`src/design/isp_pkg.sv`:
```
// isp_pkg: shared constants, request and status codes, and types for the sorted key store
// no dependencies; compile first

package isp_pkg;

   localparam int DEPTH   = 64;
   localparam int KEY_W   = 64;
   localparam int CNT_W   = $clog2(DEPTH + 1);
   localparam int RIDX_W  = 6;
   localparam int POS_W   = 7;
   localparam int CODE_W  = 2;

   typedef logic signed [KEY_W-1:0] key_type;
   typedef logic [CNT_W-1:0]        count_type;

   typedef enum logic [CODE_W-1:0] {
      REQ_CLEAR  = 2'd0,
      REQ_INSERT = 2'd1,
      REQ_READ   = 2'd2
   } req_code_type;

   typedef enum logic [CODE_W-1:0] {
      STAT_OK        = 2'd0,
      STAT_FULL      = 2'd1,
      STAT_BAD_INDEX = 2'd2
   } status_code_type;

   // broadcast from the top level to every cell
   typedef struct packed {
      logic    insert_en;
      key_type new_key;
   } cell_ctl_type;

endpackage

```
`src/design/isp_cell.sv`:
```
// isp_cell: one slot of the sorted row; compares its key and shifts right on insert
// depends on isp_pkg

module isp_cell import isp_pkg::*; (
   input  logic         clock,
   input  cell_ctl_type ctl,
   input  logic         occupied,
   input  logic         left_le,
   input  key_type      left_key,
   output logic         le,
   output logic         slot_hit,
   output key_type      key_ff
);

   key_type key_in;

   // stored key <= new key, so the new key lands somewhere to the right
   assign le       = occupied && (key_ff <= ctl.new_key);
   assign slot_hit = left_le && !le;

   always_comb begin
      key_in = key_ff;
      if (ctl.insert_en && !le) begin
         key_in = left_le ? ctl.new_key : left_key;
      end
   end

   always_ff @(posedge clock) begin
      key_ff <= key_in;
   end

endmodule

```
`config.mk`:
```
export PLATFORM = sky130hd
export DESIGN_NAME = isp_cell
export DESIGN_NICKNAME = d
export VERILOG_FILES = /design/src/design/isp_pkg.sv /design/src/design/isp_cell.sv
export SDC_FILE = /design/constraint.sdc
export NUM_CORES = 1
export LEC_CHECK = 0
export BUFFER_PORTS_ARGS = -buffer_cell sky130_fd_sc_hd__buf_4
export CAP_MARGIN = 20
export CORE_MARGIN = 2
export CORE_UTILIZATION = 35
export DETAILED_ROUTE_END_ITERATION = 12
export SYNTH_ARGS = -nofsm -noshare
export SYNTH_HDL_FRONTEND = slang
export SYNTH_SLANG_ARGS = --single-unit
```
`constraint.sdc`:
```
create_clock -name clock -period 5.8 [get_ports clock]
set_input_delay 0.29 -clock clock [delete_from_list [all_inputs] [get_ports clock]]
set_output_delay 0.29 -clock clock [all_outputs]
set_load 0.01 [all_outputs]
```
==> results of run 1 <==
## worst reg2reg max path, cell delays in order, from the launching register on
cell and delay (ns):
edfxtp_1 0.40, ha_1 0.33, nand4_1 0.17, nor4_1 0.54
nand4_1 0.26, o221ai_2 0.24, o21ai_1 0.17, a31oi_4 0.19
buf_4 0.69
## cells by family after synthesis
kind of cell	after synthesis	synth area share, %
AO/OA/AOI/OAI	53	7.96
adder cells (fa/ha/maj)	64	18.3
buffers and inverters	74	6.53
flip-flops	64	44.0
multiplexers	64	16.5
AND/OR/NAND/NOR	51	6.67
## metrics by stage
stage | hold WS (ns) | setup WS (ns) | instances | area, um2
after CTS | 0.250 | 2.32 | 745 | 6300
final | 0.263 | 2.36 | 745 | 6300
after global routing | 0.256 | 2.11 | 745 | 6300
after floorplan | 0.510 | 1.35 | 370 | 4370
after detailed placement | 0.596 | 2.32 | 729 | 6050
after global placement | 0.593 | 2.38 | 729 | 6050
## where the power goes
| part | switching (mW) | internal [mW] | total (mW) |
|---|---|---|---|
| registers | 0.0239 | 0.565 | 0.589 |
| clock network | 0.185 | 0.289 | 0.473 |
| logic | 0.166 | 0.196 | 0.362 |
## per-layer routing
layer,global-route usage [%],vias to the layer above,routed length [um]
met3,5.33,17,939
li1,-,1762,-
met2,30.1,132,5720
met5,0,-,0
met1,20.1,1649,4580
met4,6.83,0,272
## worst max-delay path by stage
stage / endpoint / slack [ns]
3_3_place_gp: key_ff[24] / 2.38
3_5_place_dp: key_ff[18] / 2.32
6_report: key_ff[35] / 2.36
2_1_floorplan: key_ff[0] / 1.35
4_1_cts: key_ff[12] / 2.32
5_1_grt: key_ff[12] / 2.11
## area by class of cell
class | instances | area, um2 | share of cell area [%]
flip-flops and latches | 64 | 1920 | 30.5
inverters | 67 | 251 | 3.99
multi-input cells | 232 | 2180 | 34.6
clock inverters | 1 | 3.75 | 0.0596
clock buffers | 15 | 248 | 3.93
repair buffers | 198 | 1490 | 23.6
well taps | 168 | 210 | 3.34
## cells in the final DEF, fill, tap and decap left out, types with 2 or more instances in the layout
cell type,count
mux2_2,64
a21oi_2,2
edfxtp_1,64
a21oi_1,25
nand4_1,11
o21ai_1,4
nand3_1,5
nor4_1,2
ha_1,64
o21ai_0,5
nand2_1,16
clkbuf_1,6
nor2_1,3
o211ai_1,3
clkbuf_16,9
and4_2,3
a21o_1,2
and4_1,2
buf_4,198
inv_1,67
==> results.txt, run 1 <==
Gates resized, CTS repair - 0
Max-slew violations - 0
Horiz. Die Dim - 116 um
Gr usage total - 17.3%
Largest incremental delay on the critical path - 0.69 ns
Transition time at the pin with the least slew margin - 0.889 ns
Stages on the worst setup path - 8
Total via count after detailed routing - 3560
Endpoint kind of the worst setup timing path - flip-flop
Flop2flop setup slack - 2.36 ns
Total of buffers placed on input and output ports - 197
Total leakage power - 2.98 nW
VDD IR max - 0.205 mV
Min Clock Period, post-route - 3.44 ns
Pin count of the biggest net entering global routing - 66
Most numerous cell in the Yosys netlist - inv_1
Clock Path Buffers - 2
Number of remaining DRC errors - 0
Most flops, register - key_ff
Number of nets produced by synthesis - 566
Post-route setup TNS - 0 ns
Most used standard cells in the synthesized netlist - 67 x inv_1, 64 x edfxtp_1, 64 x ha_1, 64 x mux2_2, 25 x a21oi_1
Endpoint of the worst register-to-register path - key_ff[35]
Clock root buffer - clkbuf_16
TritonCTS clock tree - done
Count of endpoints failing setup in the final report - 0
Cells taking the most area after synthesis - edfxtp_1 44%, ha_1 18%, mux2_2 16%
Die extent in y - 116 um
Total Power Consumption - 1.42 mW
Largest delay contributor family on the critical path - simple AND/OR/NAND/NOR gates
Avg WL per Cell - 15.4 um
Clk slew on worst S/H paths - 0.05 ns
Number of stages on the worst hold path - 2
Kind of launch point of the worst setup path - flip-flop
EDFF count, synth - 64
Max Clock Freq - 0.291 GHz
Final design utilization - 52.0%
Status - complete, no violations
Sequential cell area fraction in the yosys report - 44.0%
Proportion of synthesized flip-flops having asynchronous set or reset - 0%
Mapped Cells - 370
Number of I/O pins - 198
Number of buffers added to fix hold violations after cts - 0
Cell seen most often among critical-path stages - nand4_1
H-Tree Level Count - 3
#FFs+latches synth - 64
HP Class - in -> reg
Post-synthesis cell type with the largest combined area - edfxtp_1
Final worst path period share - 59.3%
Number of nets in the layout - 768
Final-report hold violation count - 0
Slowest cell on the critical path - buf_4
Startpoint of the worst setup timing path - key_ff[46]
Global route overflow - 0
Detailed placer's ending HPWL - 9140 um
Worst-case clock skew - 0.00873 ns
Share of layout cells above drive strength 1 - 49.6%
Via density per instance - 4.78
Cell breakdown of the critical path - ha_1, nand4_1, nor4_1, nand4_1, o221ai_2, o21ai_1, a31oi_4, buf_4
Insertion delay of the later-clocked pin in the worst-skew pair - 0.33 ns
Total Wirelength - 11500 um
Postcts setup bufs - 0
Antenna violations before repair - 0
Average footprint of a synthesized cell - 11.8 um2
Largest registers - key_ff x64
Wire length of the first global-routing pass - 17700 um
Start of the worst register-to-register path - key_ff[46]
Category of the most critical setup path - reg -> reg
Die area - 0.0134 mm2
Area of the mapped netlist - 0.00437 mm2
Crit path required time - 5.75 ns
Residual antenna-violating net count after detailed routing - 0
Largest register FFs - 64
RD Place Congestion - 0.854
Detailed-router iteration count before antenna repair - 4
Endpoint, Worst Hold - key_ff[61]
# rows - 40
Unrepaired setup endpoints after global routing - no
Buffers and inverters on the worst path - 1
Clock sink total - 64
First DRT Iteration DRCs - 106
Top cell type's share of synthesized area - 44.0%
FILL cells - 1137
Initial Utilization - 36.1%
Inserted Clock Buffers - 9
Total of max-cap violations - 0
Most used DFF post-synth - edfxtp_1
Layout overhead on the synthesized area - 44.2%
Power per cell area - 226 mW/mm2
Launch point of the worst hold path - left_key[61]
Ys Warns - 0
Vias in the first global route - 3675
Relative slew margins - 40.7%
Critical path data arrival time - 3.39 ns
Synth cell types - 39
Cell count of the worst reg-to-reg path - 8
Critical path fanouts, max - 64
Ant diodes - 0
Area of the core region - 0.0121 mm2
Note: power is estimated with default switching activity, not from simulation.
==> run 2: changes to the inputs <==
==> constraint.sdc (replaced) <==
create_clock -name clock -period 2.9 [get_ports clock]
set_input_delay 0.145 -clock clock [delete_from_list [all_inputs] [get_ports clock]]
set_output_delay 0.145 -clock clock [all_outputs]
set_load 0.01 [all_outputs]
==> run 2 against run 1 <==
  * Final area increased by 4.7%
  * Core utilization increased by 2.4 points
  * Register-to-register slack got worse by 2.3 ns
  * Highest routed layer unchanged
  * Critical endpoint is now slot_hit
  * Sequential power grew 99%
  * Hold slack worse by 0.15 ns
  * Clock skew decreased by 0.0021 ns
  * Flip-flop and latch count did not move
  * Count of clock-buffer cells in the layout is 6 lower
  * Clock power rose by 100%
  * Die area stayed put
  * Largest power group unchanged
==> results.txt, run 2 (synthesis results as in run 1) <==
Relative slew margins - 42.0% (+1.3 points)
Crit path required time - 2.76 ns (-2.99 ns)
Insertion delay of the later-clocked pin in the worst-skew pair - 0.33 ns (about the same)
Number of stages on the worst hold path - 2 (unchanged)
Start of the worst register-to-register path - key_ff[9]
Clock root buffer - clkbuf_16
First DRT Iteration DRCs - 99 (-6.6%)
Endpoint, Worst Hold - key_ff[36]
Vias in the first global route - 3738 (+1.7%)
Horiz. Die Dim - 116 um (unchanged)
Ant diodes - 0 (unchanged)
Clock Path Buffers - 2 (unchanged)
Critical path data arrival time - 2.71 ns (-0.68 ns)
Wire length of the first global-routing pass - 17700 um (-0.39%)
Die area - 0.0134 mm2 (unchanged)
Area taken by multi-input logic gates - 0.00227 mm2 (+4.1%)
Switching Fraction - 27.0% (+0.66 points)
Antenna violations before repair - 0 (unchanged)
RD Place Congestion - 0.754 (-12%)
Worst slack on hold paths - 0.118 ns (-0.145 ns)
Total via count after detailed routing - 3609 (+1.4%)
Final design utilization - 54.4% (+2.4 points)
VDD IR max - 0.304 mV (+48%)
Via density per instance - 4.74 (-0.89%)
Endpoint kind of the worst setup timing path - primary output
Final worst path period share - 98.5%
Max-slew violations - 0 (unchanged)
Category of the most critical setup path - reg -> out
Min Clock Period, post-route - 2.86 ns
Largest register FFs - 64 (unchanged)
Gr usage total - 17.1% (-0.24 points)
FILL cells - 1114 (-2.0%)
HP Class - in -> reg
Sequential share of power - 40.2% (-1.2 points)
Share of layout cells above drive strength 1 - 53.2% (+3.6 points)
Total of max-cap violations - 0 (unchanged)
Final-report hold violation count - 0 (unchanged)
Combinational power share - 27.5% (+2.1 points)
Clk slew on worst S/H paths - 0.06 ns (about the same)
Layout overhead on the synthesized area - 50.9%
Power per cell area - 443 mW/mm2 (+96%)
Cell count of the worst reg-to-reg path - 10 (+2)
Status - complete, no violations
Launch point of the worst hold path - left_key[36]
Total Wirelength - 11800 um (+2.4%)
Die extent in y - 116 um (unchanged)
Global route overflow - 0 (unchanged)
Pin count of the biggest net entering global routing - 66 (unchanged)
Residual antenna-violating net count after detailed routing - 0 (unchanged)
Unrepaired setup endpoints after global routing - yes
Flop2flop setup slack - 0.09 ns (-2.27 ns)
Number of remaining DRC errors - 0 (unchanged)
Inserted Clock Buffers - 9 (unchanged)
Internal power summed over all cells - 2.13 mW (+100%)
Detailed-router iteration count before antenna repair - 4 (unchanged)
Initial Utilization - 36.1% (unchanged)
TritonCTS clock tree - done
Transition time at the pin with the least slew margin - 0.870 ns (-0.0191 ns)
Total of buffers placed on input and output ports - 197 (unchanged)
Switching pwr - 788 uW (+110%)
# rows - 40 (unchanged)
Kind of launch point of the worst setup path - flip-flop
Number of buffers added to fix hold violations after cts - 0 (unchanged)
Number of I/O pins - 198 (unchanged)
Number of nets in the layout - 786 (+2.3%)
Avg WL per Cell - 15.5 um (about the same)
H-Tree Level Count - 3 (unchanged)
Final worst-path setup slack - 0.0426 ns (-2.32 ns)
Total leakage power - 3.10 nW (+3.9%)
Most flops, register - key_ff
Critical path fanouts, max - 3 (-95%)
Sequential cell area in the final layout - 0.00192 mm2 (unchanged)
Worst slack at placement - 0.0421 ns (-2.28 ns)
Area of the core region - 0.0121 mm2 (unchanged)
Largest registers - key_ff x64
Detailed placer's ending HPWL - 9180 um (+0.37%)
Count of endpoints failing setup in the final report - 0 (unchanged)
Clock sink total - 64 (unchanged)
Clock network power share - 32.3% (-0.9 points)
Worst-case clock skew - 0.00664 ns (-0.00209 ns)
Most common cell after layout, fill and taps aside - buf_4
Endpoint of the worst register-to-register path - key_ff[29]
Most frequent cells in the layout - 210 x buf_4, 67 x inv_1, 64 x mux2_2, 64 x edfxtp_1, 59 x ha_1
Max Clock Freq - 0.350 GHz
[run 2: cell types whose count changed in the layout (fill, tap and decap cells not counted), moves of 2 or more]
cell       change
ha_4           +5
buf_4         +12
and4_4         +3
nor4_2         +2
ha_1           -5
buf_12         +2
nor4_1         -2
clkbuf_16      +2
clkbuf_1       -6
and4_2         -2
clkinv_1       +3
buf_6          +2
[run 2: area by class of cell]
cell class | instances | share of cell area (%)
timing repair buffer | 216 | 25.6
multi-input combinational | 232 | 34.4
clock buffer | 9 | 3.42
tap | 168 | 3.19
sequential | 64 | 29.2
inverter | 67 | 3.82
clock inverter | 6 | 0.418
[run 2: timing repair]
item                       CTS  global route
setup endpoints to repair    2            66
resized for setup            2             5
buffers inserted             1            10
gates cloned                 0             3
pin swaps                    1             6
hold endpoints to repair     0             0
[run 2: worst max-delay path by stage]
stage                     cells past startpoint          to  slack [ns]  startpoint
after detailed placement                      9  key_ff[17]        0.04  key_ff[30]
after global routing                          9    slot_hit       -0.04   key_ff[9]
after global placement                        9  key_ff[16]        0.12  key_ff[30]
after CTS                                    10    slot_hit       0.005  key_ff[46]
after floorplan                               8   key_ff[0]       -0.52   key_ff[5]
final                                         9    slot_hit        0.04   key_ff[9]
[run 2: routing by layer]
layer,track usage (%),routed length (um)
met5,0,0
met4,7.38,270
met3,3.92,829
met2,30.3,5990
met1,19.8,4680
[run 2: worst max-delay path, stage by stage, from the launching register on]
cell	delay, ns
edfxtp_1	0.40
ha_1	0.31
nand4_1	0.18
nor2_1	0.06
a221o_1	0.33
nor3_2	0.22
o221ai_2	0.15
or3_4	0.37
a31oi_1	0.21
buf_4	0.16
[run 2: per-stage QoR]
step | std cells | power, mW | area (um2) | TNS, ns
after floorplan | 370 | 1.57 | 4440 | -33.44
after global placement | 733 | 1.95 | 6160 | 0
after detailed placement | 733 | 1.96 | 6160 | 0
after CTS | 749 | 2.92 | 6430 | 0
after global routing | 762 | 3.08 | 6590 | -0.0700
final | 762 | 2.92 | 6590 | 0
[run 2: power groups by stage]
stage | Clock [mW] | Combinational [mW] | Sequential (mW)
detailed placement | 0 | 0.764 | 1.19
CTS | 0.974 | 0.772 | 1.18
global placement | 0 | 0.754 | 1.19
floorplan | 0 | 0.346 | 1.23
global route | 1.01 | 0.893 | 1.18
finish | 0.945 | 0.802 | 1.17
